## src/design/lscr_pkg.sv

```systemverilog
`timescale 1ns / 1ps
// Shared types and constants for the line segment rectangle clipper.
// No dependencies; every other design file refers to this package by scoped names.
package lscr_pkg;

    localparam int COORD_BITS = 16;
    localparam int DEN_BITS   = COORD_BITS + 1;
    localparam int PROD_BITS  = 2 * COORD_BITS;
    localparam int OFF_BITS   = 2 * COORD_BITS + 1;
    localparam int NUM_BITS   = 2 * COORD_BITS + 2;
    localparam int QUO_BITS   = NUM_BITS + 1;
    localparam int LANES      = 4;
    localparam int CFG_IDX_BITS = 2;

    // Division lanes: top and bottom divide by dy, left and right by dx.
    localparam int LN_TOP    = 0;
    localparam int LN_BOTTOM = 1;
    localparam int LN_LEFT   = 2;
    localparam int LN_RIGHT  = 3;

    localparam logic [3:0] OC_LEFT   = 4'd1;
    localparam logic [3:0] OC_RIGHT  = 4'd2;
    localparam logic [3:0] OC_BOTTOM = 4'd4;
    localparam logic [3:0] OC_TOP    = 4'd8;

    typedef logic signed [COORD_BITS-1:0] t_coord;

    typedef enum logic [2:0] {
        ST_REJECT       = 3'd0,
        ST_UNCHANGED    = 3'd1,
        ST_ONE_CLIPPED  = 3'd2,
        ST_BOTH_CLIPPED = 3'd3,
        ST_POINT        = 3'd4
    } t_status;

    typedef enum logic [CFG_IDX_BITS-1:0] {
        CFG_LEFT   = 2'd0,
        CFG_TOP    = 2'd1,
        CFG_RIGHT  = 2'd2,
        CFG_BOTTOM = 2'd3
    } t_cfg_idx;

    typedef struct packed {
        t_coord left;
        t_coord top;
        t_coord right;
        t_coord bottom;
    } t_clip;

    // Endpoints after ordering, with their outcodes.
    typedef struct packed {
        t_coord     x1;
        t_coord     y1;
        t_coord     x2;
        t_coord     y2;
        logic [3:0] c1;
        logic [3:0] c2;
        logic       dx_zero;
        logic       dy_zero;
    } t_side;

    typedef struct packed {
        logic [LANES-1:0][NUM_BITS-1:0] num;
        logic [LANES-1:0][DEN_BITS-1:0] den;
        logic [LANES-1:0]               neg;
        t_side                          side;
    } t_div_in;

    typedef struct packed {
        logic [LANES-1:0][NUM_BITS-1:0] quo;
        logic [LANES-1:0]               neg;
        t_side                          side;
    } t_div_out;

endpackage

```

## src/design/lscr_back.sv

```systemverilog
`timescale 1ns / 1ps
// Back stages: signed crossings, then case selection into the output register.
// Depends on lscr_pkg; takes the quotients from lscr_div.
module lscr_back (
    input  logic               i_clk,
    input  logic               i_rst_n,
    input  logic               i_en,
    input  logic               i_valid,
    input  lscr_pkg::t_div_out i_data,
    input  lscr_pkg::t_clip    i_clip,
    output logic               o_valid,
    output logic [2:0]         o_status,
    output lscr_pkg::t_coord   o_ax,
    output lscr_pkg::t_coord   o_ay,
    output lscr_pkg::t_coord   o_bx,
    output lscr_pkg::t_coord   o_by
);
    localparam int QB = lscr_pkg::QUO_BITS;
    localparam int CB = lscr_pkg::COORD_BITS;

    // Stage E: apply sign; a zero divisor gives zero for its pair.
    logic signed [QB-1:0] n_q [lscr_pkg::LANES];

    always_comb begin
        logic signed [QB-1:0] mag;
        logic                 zero;
        for (int l = 0; l < lscr_pkg::LANES; l++) begin
            mag  = signed'({1'b0, i_data.quo[l]});
            zero = (l == lscr_pkg::LN_TOP || l == lscr_pkg::LN_BOTTOM) ?
                   i_data.side.dy_zero : i_data.side.dx_zero;
            n_q[l] = zero ? '0 : (i_data.neg[l] ? -mag : mag);
        end
    end

    logic                 r_e_v;
    logic signed [QB-1:0] r_e_q [lscr_pkg::LANES];
    lscr_pkg::t_side      r_e_side;

    always_ff @(posedge i_clk) begin
        if (!i_rst_n) begin
            r_e_v <= 1'b0;
        end else if (i_en) begin
            r_e_v <= i_valid;
        end
        if (i_en) begin
            r_e_q    <= n_q;
            r_e_side <= i_data.side;
        end
    end

    // Stage F: classify and pick the output points.
    logic signed [QB-1:0] xt, xb, yl, yr, cl, ct, cr, cbt;
    logic                 k_top, k_left, k_bot, k_right;
    logic signed [QB-1:0] ex, ey;
    logic signed [QB-1:0] cand_x [4];
    logic signed [QB-1:0] cand_y [4];
    logic [3:0]           keep;
    logic [1:0]           i0, i1;
    logic                 found0, found1;
    lscr_pkg::t_status    n_status;
    logic signed [QB-1:0] n_ax, n_ay, n_bx, n_by;

    always_comb begin
        xt  = r_e_q[lscr_pkg::LN_TOP];
        xb  = r_e_q[lscr_pkg::LN_BOTTOM];
        yl  = r_e_q[lscr_pkg::LN_LEFT];
        yr  = r_e_q[lscr_pkg::LN_RIGHT];
        cl  = QB'(i_clip.left);
        ct  = QB'(i_clip.top);
        cr  = QB'(i_clip.right);
        cbt = QB'(i_clip.bottom);

        // Outside endpoint with a corner code: the side crossing wins if it is in range.
        ex = QB'(r_e_side.x2);
        ey = QB'(r_e_side.y2);
        case (r_e_side.c2)
            lscr_pkg::OC_TOP:    begin ex = xt; ey = ct;  end
            lscr_pkg::OC_BOTTOM: begin ex = xb; ey = cbt; end
            lscr_pkg::OC_LEFT:   begin ex = cl; ey = yl;  end
            lscr_pkg::OC_RIGHT:  begin ex = cr; ey = yr;  end
            lscr_pkg::OC_TOP | lscr_pkg::OC_LEFT: begin
                if (yl >= ct && yl <= cbt) begin ex = cl; ey = yl; end
                else begin ex = xt; ey = ct; end
            end
            lscr_pkg::OC_BOTTOM | lscr_pkg::OC_LEFT: begin
                if (yl >= ct && yl <= cbt) begin ex = cl; ey = yl; end
                else begin ex = xb; ey = cbt; end
            end
            lscr_pkg::OC_TOP | lscr_pkg::OC_RIGHT: begin
                if (yr >= ct && yr <= cbt) begin ex = cr; ey = yr; end
                else begin ex = xt; ey = ct; end
            end
            lscr_pkg::OC_BOTTOM | lscr_pkg::OC_RIGHT: begin
                if (yr >= ct && yr <= cbt) begin ex = cr; ey = yr; end
                else begin ex = xb; ey = cbt; end
            end
            default: ;
        endcase

        k_top   = cl < xt && xt < cr;
        k_left  = yl >= ct && yl <= cbt;
        k_bot   = cl < xb && xb < cr;
        k_right = yr >= ct && yr <= cbt;
        keep = {k_right, k_bot, k_left, k_top};
        cand_x[0] = xt; cand_y[0] = ct;
        cand_x[1] = cl; cand_y[1] = yl;
        cand_x[2] = xb; cand_y[2] = cbt;
        cand_x[3] = cr; cand_y[3] = yr;

        // First and second kept crossing in collection order.
        found0 = 1'b0;
        found1 = 1'b0;
        i0 = 2'd0;
        i1 = 2'd0;
        for (int j = 0; j < 4; j++) begin
            if (keep[j] && found0 && !found1) begin
                found1 = 1'b1;
                i1 = 2'(j);
            end
            if (keep[j] && !found0) begin
                found0 = 1'b1;
                i0 = 2'(j);
            end
        end

        n_status = lscr_pkg::ST_REJECT;
        n_ax = '0; n_ay = '0; n_bx = '0; n_by = '0;
        if ((r_e_side.c1 & r_e_side.c2) != 4'd0) begin
            n_status = lscr_pkg::ST_REJECT;
        end else if (r_e_side.c1 == 4'd0 && r_e_side.c2 == 4'd0) begin
            n_status = lscr_pkg::ST_UNCHANGED;
            n_ax = QB'(r_e_side.x1); n_ay = QB'(r_e_side.y1);
            n_bx = QB'(r_e_side.x2); n_by = QB'(r_e_side.y2);
        end else if (r_e_side.c1 == 4'd0) begin
            n_status = lscr_pkg::ST_ONE_CLIPPED;
            n_ax = QB'(r_e_side.x1); n_ay = QB'(r_e_side.y1);
            n_bx = ex; n_by = ey;
        end else if (found1) begin
            n_status = lscr_pkg::ST_BOTH_CLIPPED;
            n_ax = cand_x[i0]; n_ay = cand_y[i0];
            n_bx = cand_x[i1]; n_by = cand_y[i1];
        end else if (found0) begin
            n_status = lscr_pkg::ST_POINT;
            n_ax = cand_x[i0]; n_ay = cand_y[i0];
            n_bx = cand_x[i0]; n_by = cand_y[i0];
        end
    end

    logic              r_f_v;
    lscr_pkg::t_status r_f_status;
    lscr_pkg::t_coord  r_f_ax, r_f_ay, r_f_bx, r_f_by;

    always_ff @(posedge i_clk) begin
        if (!i_rst_n) begin
            r_f_v <= 1'b0;
        end else if (i_en) begin
            r_f_v <= r_e_v;
        end
        if (i_en) begin
            r_f_status <= n_status;
            r_f_ax <= n_ax[CB-1:0];
            r_f_ay <= n_ay[CB-1:0];
            r_f_bx <= n_bx[CB-1:0];
            r_f_by <= n_by[CB-1:0];
        end
    end

    assign o_valid  = r_f_v;
    assign o_status = r_f_status;
    assign o_ax     = r_f_ax;
    assign o_ay     = r_f_ay;
    assign o_bx     = r_f_bx;
    assign o_by     = r_f_by;
endmodule

```

## config.mk

```make
export PLATFORM = sky130hd
export DESIGN_NAME = lscr_back
export DESIGN_NICKNAME = d
export VERILOG_FILES = /design/src/design/lscr_pkg.sv /design/src/design/lscr_back.sv
export SDC_FILE = /design/constraint.sdc
export NUM_CORES = 1
export LEC_CHECK = 0
export ABC_AREA = 1
export BUFFER_PORTS_ARGS = -buffer_cell sky130_fd_sc_hd__buf_2
export CAP_MARGIN = 20
export CELL_PAD_IN_SITES_DETAIL_PLACEMENT = 0
export CELL_PAD_IN_SITES_GLOBAL_PLACEMENT = 1
export CORE_ASPECT_RATIO = 0.7
export CORE_MARGIN = 2
export CORE_UTILIZATION = 35
export CTS_CLUSTER_SIZE = 14
export DETAILED_ROUTE_END_ITERATION = 12
export GPL_TIMING_DRIVEN = 0
export MAX_ROUTING_LAYER = met4
export PLACE_DENSITY = 0.66
export SYNTH_ARGS = -nofsm -noshare
export SYNTH_HDL_FRONTEND = slang
export SYNTH_SLANG_ARGS = --single-unit
```

## constraint.sdc

```tcl
create_clock -name i_clk -period 11.35 [get_ports i_clk]
set_clock_uncertainty 0.1 [all_clocks]
set_input_delay 2.8375 -clock i_clk [delete_from_list [all_inputs] [get_ports i_clk]]
set_output_delay 2.8375 -clock i_clk [all_outputs]
set_load 0.01 [all_outputs]
```

## After elaboration in Yosys (flattened, before gate mapping)

Index checks and enable logic that the tools add are counted.

| cells by class | value |
|---|---|
| $add $sub $neg | 4 |
| multiply operators | 0 |
| div/mod/pow operators | 0 |
| magnitude comparators | 10 |
| equality and inequality tests | 8 |
| shift-type cells | 0 |
| mux-type cells | 57 |
| bitwise gates (word level) | 7 |
| reduce and logical (&&, ||, !) cells | 27 |

Operators with widths:

| cell | number |
|---|---|
| $mux 16 | 30 |
| $bmux 35 s2 | 4 |
| $pmux 16 s8 | 2 |
| $neg 34->35 | 4 |
| $mux 34 | 4 |
| $ge 35x16->1 | 2 |
| $le 35x16->1 | 2 |
| $lt 16x35->1 | 2 |
| $lt 35x16->1 | 2 |
| $logic_and 1x1->1 | 13 |
| $eq 4x3->1 const B | 3 |
| $eq 4x4->1 const B | 3 |
| $mux 2 | 6 |
| $mux 1 | 10 |
| $reduce_or 2->1 | 5 |
| $logic_not 4->1 | 2 |
| $ge 3x3->1 const B | 2 |
| $not 2->3 | 2 |
| $logic_not 1->1 | 5 |
| $and 4x4->4 | 1 |
| $eq 4x1->1 const B | 1 |
| $eq 4x2->1 const B | 1 |
| $not 1->1 | 4 |
| $reduce_bool 4->1 | 1 |
| other kinds (2) | 2 |

| word-level totals | value |
|---|---|
| register bits | 281 |
| latch bits | 0 |
| memory bits (writable) | 0 |
| memory bits (read-only) | 0 |
| input bits | 282 |
| logic and storage cells | 136 |
| memories | 0 |

## Logic depth before layout (Yosys ltp)

Gate-level depths: netlist (run 1).

| depth | value |
|---|---|
| depth in word-level cells | 20 |
| depth in mapped cells | 28 |
| depth with buffers taken out | 27 |

## Worst setup path after synthesis (run 1)

OpenSTA, ideal clock, no wires.

| timing path | value |
|---|---|
| path type | in2reg |
| start | input i_clip[47] (netlist bit) |
| end | register r_f_bx[9], in the netlist o_bx[9] (data pin) |
| arrival time | 5.808 ns |
| path slack | 5.189 ns |
| stages | 25 |
| buffers on the path | 1 |
| cell sequence | inv_1 -> ha_1 -> nand2_1 -> nor2_2 -> nand2_1 -> nor2_2 -> nand3_1 -> nand2_1 -> nor2_1 -> nand2_1 -> nand2_1 -> nand3_4 -> nand2_4 -> nand3_4 -> nand2_4 -> inv_2 -> nor2_8 -> inv_4 -> nand2_1 -> inv_2 -> buf_4 -> nand2_1 -> nand2_1 -> nand2_1 -> nand2_1 |

| on the way | value |
|---|---|
| longest elaborated chain between the ends | 18 |
| elaborated cells between the ends (all ways) | 45 |
| those cells by class | order compare (2); mux (27); bitwise (2); reduce/logical (14) |

RTL lines:

| what | RTL line | source |
|---|---|---|
| start, declared | lscr_back.sv:10 | `input lscr_pkg::t_clip i_clip,` |
| $ge 35x16->1 | lscr_back.sv:82, lscr_back.sv:86, lscr_back.sv:101 |  |
| $logic_and 1x1->1 | lscr_back.sv:82, lscr_back.sv:86, lscr_back.sv:101 |  |
| $logic_and 1x1->1 | lscr_back.sv:120 | `if (keep[j] && !found0) begin` |
| $mux 1 | lscr_back.sv:120 |  |
| $logic_not 1->1 | lscr_back.sv:120 |  |
| $logic_and 1x1->1 | lscr_back.sv:120 |  |
| $mux 1 | lscr_back.sv:120 |  |
| $logic_not 1->1 | lscr_back.sv:120 |  |
| $logic_and 1x1->1 | lscr_back.sv:120 |  |
| $mux 2 | lscr_back.sv:120 |  |
| $not 2->3 (implied by the code) | lscr_back.sv:145 | `n_bx = cand_x[i0]; n_by = cand_y[i0];` |
| $bmux 35 s2 | lscr_back.sv:145 |  |
| $mux 16 (implied by the code) (2 in series) | lscr_back.sv:145 |  |
| $mux 16 | lscr_back.sv:142 | `end else if (found0) begin` |
| $mux 16 | lscr_back.sv:138 | `end else if (found1) begin` |
| $mux 16 * | lscr_back.sv:134 | `end else if (r_e_side.c1 == 4'd0) begin` |
| $mux 16 * | lscr_back.sv:130 | `end else if (r_e_side.c1 == 4'd0 && r_e_side.c2 == 4'd0) begin` |
| end signal, assigned | lscr_back.sv:163 | `r_f_bx <= n_bx[CB-1:0];` |
| end, declared | lscr_back.sv:151 | `lscr_pkg::t_coord r_f_ax, r_f_ay, r_f_bx, r_f_by;` |

Every way passes the cells marked *; elsewhere a longest branch is shown, timed or not. The select of a mux whose other input is x is not followed.
A chain may end at the register's enable or synchronous reset.

## Final worst setup path (run 1)

| timing path | value |
|---|---|
| start | input i_clip[15] (netlist bit) |
| end | register r_f_bx[11], in the netlist o_bx[11] (data pin) |

| on the way | value |
|---|---|
| longest elaborated chain between the ends | 18 |
| elaborated cells between the ends (all ways) | 45 |
| those cells by class | order compare (2); mux (27); bitwise (2); reduce/logical (14) |

RTL lines:

| what | RTL line |
|---|---|
| $le 35x16->1 | lscr_back.sv:82, lscr_back.sv:86, lscr_back.sv:101 |
| $logic_and 1x1->1 | lscr_back.sv:82, lscr_back.sv:86, lscr_back.sv:101 |
| $logic_and 1x1->1 | lscr_back.sv:120 |
| $mux 1 | lscr_back.sv:120 |
| $logic_not 1->1 | lscr_back.sv:120 |
| $logic_and 1x1->1 | lscr_back.sv:120 |
| $mux 1 | lscr_back.sv:120 |
| $logic_not 1->1 | lscr_back.sv:120 |
| $logic_and 1x1->1 | lscr_back.sv:120 |
| $mux 2 | lscr_back.sv:120 |
| $not 2->3 (implied by the code) | lscr_back.sv:145 |
| $bmux 35 s2 | lscr_back.sv:145 |
| $mux 16 (implied by the code) (2 in series) | lscr_back.sv:145 |
| $mux 16 | lscr_back.sv:142 |
| $mux 16 | lscr_back.sv:138 |
| $mux 16 * | lscr_back.sv:134 |
| $mux 16 * | lscr_back.sv:130 |

Marks and branches as above.

==> results of run 1 <==
[flip-flops by register name (all words and copies together), names as in the netlist, 16 cells and up]
register / count
yr: 35
xt: 35
xb: 35
o_by: 16
o_bx: 16
o_ax: 16
yl: 35
o_ay: 16
r_e_side: 72
[placed cells by master, fill, tap and decap left out, types with 31 or more instances in the layout]
master     count
nor3_1        85
nand3_1      315
nand4_1       63
a21oi_1      335
ha_1         280
clkbuf_1      77
edfxtp_1     279
nor2_1       340
o211ai_1      39
o21ai_0      249
o22ai_1       32
buf_2        377
clkbuf_16     31
inv_1        345
nand2_1      756
[critical path, stage by stage]
cell     delay, ns
buf_2         0.12
inv_2         0.64
ha_1          0.33
nand2_1       0.10
nor2_1        0.15
nand4_1       0.16
nor2_1        0.21
nand3_1       0.12
nand4_1       0.15
nand3_4       0.19
nand2_2       0.17
buf_1         0.67
nand2_1       0.10
nand3_1       0.10
nand2_1       0.07
nor2_1        0.26
nor2_1        0.07
a21oi_1       0.25
a21oi_1       0.13
[cell type report]
class,count,area [um2]
diodes,13,32.5
plain buffers,135,636
clock buffers,32,779
clock inverters,26,289
fillers,7635,42100
inverters,362,1370
multi-input cells,2674,14900
flip-flops and latches,281,8420
well taps,966,1210
repair buffers,352,1850
[routing by layer]
layer / wire length, um / vias to the layer above / share of wire (%) / GRT usage (%)
li1: - / 12800 / - / -
met1: 50700 / 12300 / 47 / 41.5
met2: 46200 / 1044 / 43 / 43.4
met3: 8750 / 141 / 8.1 / 4.50
met4: 3020 / 0 / 2.8 / 7.60
met5: 0 / - / 0 / -
[power groups by stage]
| stage | Clock, W | Sequential (W) | Combinational, W |
|---|---|---|---|
| 2_1_floorplan | 0 | 0.00135 | 0.000898 |
| 3_3_place_gp | 0 | 0.00138 | 0.00154 |
| 3_5_place_dp | 0 | 0.00137 | 0.00154 |
| 4_1_cts | 0.00111 | 0.00135 | 0.00155 |
| 5_1_grt | 0.00115 | 0.00136 | 0.00173 |
| 6_report | 0.00108 | 0.00135 | 0.00160 |
[cell families after synthesis]
kind of cell	Yosys count	share of synthesized area [%]
buf+inv	497	7.91
flops	281	33.3
simple gates	1642	28.5
compound gates	752	16.5
fa+ha+maj	280	13.8
[worst max path at each step]
| stage | to | cells after the start |
|---|---|---|
| floorplan | o_bx[9] | 25 |
| global placement | o_valid | 4 |
| detailed placement | o_bx[11] | 19 |
| CTS | o_bx[11] | 19 |
| global route | o_bx[4] | 19 |
| finish | o_bx[11] | 19 |
[metrics by stage]
stage               worst slack, ns  instances  utilization (%)  hold WS, ns
floorplan                      5.19       3452                -        0.348
CTS                            4.86       4828             41.1        0.393
global route                   4.50       4841             41.2        0.435
detailed placement             4.19       4770             39.6        0.376
global placement               3.13       4765             39.5        0.398
finish                         4.67       4841             41.2        0.396
==> results.json, run 1 <==
{
  "cts.htree.levels": 1,
  "critPathLaunch": "i_clip[15]",
  "synth_most_common_cell": "nand2_1",
  "r2r-start": "yr[10]",
  "maxSlewViolCount": 0,
  "grtUsageTotal_pct": 29.3,
  "synth_top_cell_area_share_pct": 33.1,
  "routedWlPerCell_um": 22.4,
  "hold_viol": 0,
  "fp.dieH_um": 229,
  "path_class": "in -> reg",
  "vias_per_cell": 5.43,
  "tightest_slew_ns": 1.19,
  "syn_inst": 3452,
  "core.rowCount": 82,
  "p_switching_w": 0.00167,
  "firstDrtPassIters": 8,
  "antenna_found_initial": 17,
  "reg2regPathDepth": 17,
  "cts.hold.buffers_added": 0,
  "numPortBuffers": 347,
  "place_congestion": 0.990,
  "p_int_w": 0.00236,
  "dp_hpwl_um": 88400,
  "drc": 0,
  "startpoint_type": "primary input",
  "endpoint_kind": "register",
  "regToRegSetupSlack_ns": 6.91,
  "power.density_mw_per_mm2": 137,
  "synthFlopType": "edfxtp_1",
  "core_area_mm2": 0.0716,
  "cp.arrival_ns": 6.94,
  "yosysUniqueCellTypes": 58,
  "grt_pass1_wl_um": 160000,
  "hold_class": "reg -> reg",
  "cts_sinks": 281,
  "critPathRequiredTime_ns": 11.61,
  "peakVddDrop_uv": 110,
  "clock_latency_ns": 0.63,
  "cts_setup_buffers": 0,
  "antenna_left": 0,
  "synth_edf_count": 279,
  "clk_pin_slew_ns": 0.07,
  "die_x_um": 325,
  "num_io_pins": 350,
  "drt-total-wl_um": 109000,
  "cts_resized": 0,
  "clock-root-buffer": "clkbuf_16",
  "initial_core_util_pct": 35.3,
  "yosys_warnings": 0,
  "syn_nets": 4014,
  "sw_frac_of_total_pct": 41.4,
  "clkPwrFrac_pct": 26.9,
  "r2r_end": "o_bx[11]",
  "synth_seq_area_share_pct": 33.3,
  "cellLeakagePower_nw": 13.7,
  "ys_top_cells_by_area": "edfxtp_1 (33%), ha_1 (14%), nand2_1 (11%), a21oi_1 (6.6%), nand3_1 (6.2%)",
  "fin_area_mm2": 0.0295,
  "synthArstFlopShare_pct": 0,
  "min_path_cells": 2,
  "die_area_mm2": 0.0745,
  "seqPwrFrac_pct": 33.5,
  "hold_end": "o_valid",
  "period_share_pct": 58.8,
  "drive_above_1_share_pct": 13.0,
  "crit_path_max_fanout": 43,
  "grt_max_degree": 121,
  "drv_cap": 0,
  "syn-cell-area_mm2": 0.0253,
  "max_freq_mhz": 150,
  "p_total_w": 0.00403,
  "setup_viol": 0,
  "dpl-instance-area_mm2": 0.0284,
  "max_slew_margin_pct": 20.4,
  "yosys.area.top_type": "edfxtp_1",
  "grt_setup_unrepaired": "false",
  "first_global_vias": 24800,
  "grt_overflow_total": 0,
  "syn_avg_cell_area_um2": 7.33,
  "hp-start": "r_e_v",
  "cts_max_path_buffers": 3,
  "yosys-top-cells-count": "nand2_1 (756), inv_1 (348), nor2_1 (340), a21oi_1 (335), nand3_1 (315)",
  "fin_tns_setup_ns": 0,
  "outcome": "finished clean",
  "nNetsFinal": 4399,
  "numCtsBuffers": 31,
  "tritoncts": "built",
  "drt_iter0_drc": 2674,
  "ys_ff_latch": 281,
  "area_delta_synth_final_pct": 16.4,
  "combPwrFrac_pct": 39.6,
  "via_count": 26300,
  "period_needed_ns": 6.68
}
Power figures use the tool's default switching activity.
==> run 2: changes to the inputs <==
--- a/config.mk
+++ b/config.mk
@@ -17,7 +17,7 @@
 export DETAILED_ROUTE_END_ITERATION = 12
 export GPL_TIMING_DRIVEN = 0
 export MAX_ROUTING_LAYER = met4
-export PLACE_DENSITY = 0.66
+export PLACE_DENSITY = 0.68
 export SYNTH_ARGS = -nofsm -noshare
 export SYNTH_HDL_FRONTEND = slang
 export SYNTH_SLANG_ARGS = --single-unit
==> constraint.sdc (replaced) <==
create_clock -name i_clk -period 5.91 [get_ports i_clk]
set_clock_uncertainty 0.1 [all_clocks]
set_input_delay 1.4775 -clock i_clk [delete_from_list [all_inputs] [get_ports i_clk]]
set_output_delay 1.4775 -clock i_clk [all_outputs]
set_load 0.01 [all_outputs]
==> results.json, run 2 (synthesis gave the netlist of run 1 again) <==
{
  "dpl-instance-area_mm2": 0.0284,
  "grt_setup_unrepaired": "false",
  "grt_max_degree": 122,
  "startpoint_type": "primary input",
  "drc": 0,
  "max_slew_margin_pct": 22.0,
  "final_common_cell": "nand2_1",
  "cp.arrival_ns": 5.49,
  "drt_iter0_drc": 2968,
  "path_class": "in -> reg",
  "nNetsFinal": 4402,
  "vias_per_cell": 5.45,
  "numCtsBuffers": 34,
  "drv_cap": 0,
  "whs_ns": 0.400,
  "critPathRequiredTime_ns": 6.11,
  "layout_common_cells": "nand2_1 (756), buf_2 (377), inv_1 (345)",
  "tightest_slew_ns": 1.17,
  "grtUsageTotal_pct": 28.9,
  "clock_latency_ns": 0.58,
  "power.density_mw_per_mm2": 263,
  "initial_core_util_pct": 35.3,
  "fin_area_mm2": 0.0295,
  "hold_viol": 0,
  "num_io_pins": 350,
  "cts_setup_buffers": 0,
  "period_share_pct": 89.4,
  "cts_max_path_buffers": 3,
  "fp.dieH_um": 229,
  "top_register": "r_e_side",
  "cts_resized": 0,
  "clk_pin_slew_ns": 0.06,
  "cellLeakagePower_nw": 13.8,
  "cts.htree.levels": 2,
  "clock-root-buffer": "clkbuf_16",
  "largest_reg_flops": 72,
  "area_delta_synth_final_pct": 16.7,
  "cts_sinks": 281,
  "antenna_found_initial": 13,
  "numPortBuffers": 347,
  "firstDrtPassIters": 8,
  "first_global_vias": 24600,
  "via_count": 26400,
  "dp_hpwl_um": 86700,
  "core.rowCount": 82,
  "tritoncts": "built",
  "maxSlewViolCount": 0,
  "peakVddDrop_uv": 187,
  "period_needed_ns": 5.29,
  "die_x_um": 325,
  "cts.hold.buffers_added": 0,
  "endpoint_kind": "register",
  "drive_above_1_share_pct": 13.0,
  "antenna_left": 0,
  "crit_path_max_fanout": 43,
  "die_area_mm2": 0.0745,
  "max_freq_mhz": 189,
  "outcome": "finished clean",
  "drt-total-wl_um": 107000,
  "hold_class": "reg -> reg",
  "nFillCells": 7704,
  "grt_pass1_wl_um": 158000,
  "utilization_pct": 41.2,
  "grt_overflow_total": 0,
  "setup_viol": 0,
  "core_area_mm2": 0.0716,
  "routedWlPerCell_um": 22.0,
  "place_congestion": 1.02
}
run 2: changes by cell type in the layout (fill, tap and decap cells not counted), sizes merged:
cell / change
clkinv: +3
clkinvlp: -5
diode: -5
clkbuf: +9
inv: -1
bufinv: -2
run 2: worst max-delay path, stage by stage:
cell and delay (ns):
buf_2 0.12, inv_2 0.66, ha_1 0.34, nand2_1 0.11
nor2_1 0.15, nand4_1 0.15, nor2_1 0.17, nand3_1 0.11
nand4_1 0.15, nand3_4 0.19, nand2_2 0.18, buf_1 0.69
nand2_1 0.10, nand3_1 0.10, nand2_1 0.08, nor2_1 0.26
nor2_1 0.07, a21oi_1 0.22, a21oi_1 0.10
run 2: metrics by stage:
stage / power (W) / TNS, ns / setup slack (ns) / cells
after floorplan: 0.00432 / 0 / 1.11 / 3452
after global placement: 0.00556 / -267.04 / -1.01 / 4765
after detailed placement: 0.00556 / 0 / 0.197 / 4770
after CTS: 0.00776 / 0 / 0.794 / 4832
after global routing: 0.00821 / 0 / 0.396 / 4839
final: 0.00778 / 0 / 0.624 / 4840
run 2: cell type report:
type                       count  area (um2)  share of cell area [%]
multi-input combinational   2674       14900                    50.4
sequential                   281        8420                    28.5
timing repair buffer         352        1850                    6.28
inverter                     362        1370                    4.63
tap                          966        1210                    4.09
clock buffer                  41         941                    3.19
buffer                       135         636                    2.15
clock inverter                21         195                   0.661
antenna                        8        20.0                  0.0678
run 2: power by group:
group	internal (W)	switching (W)	leakage (nW)
clock	0.00128	0.000896	0.559
sequential	0.00244	0.000150	2.78
combinational	0.000897	0.00211	10.4
total	0.00462	0.00316	13.8
run 2: metal layers:
layer	track usage, %	vias to the layer above	share of wire [%]
met5	-	-	0
met1	40.4	12200	46
li1	-	12800	-
met3	5.03	155	8.8
met4	7.59	0	2.6
met2	43.2	1127	43
run 2: path summary, 6_finish.rpt:
check,from,end,slack (ns),cells after the start
hold / removal,r_e_v,o_valid,0.40,2
hold reg to reg,r_e_v,o_valid,0.40,2
setup / recovery,i_clip[15],o_bx[11],0.62,19
setup reg to reg,yr[10],o_bx[11],1.58,17
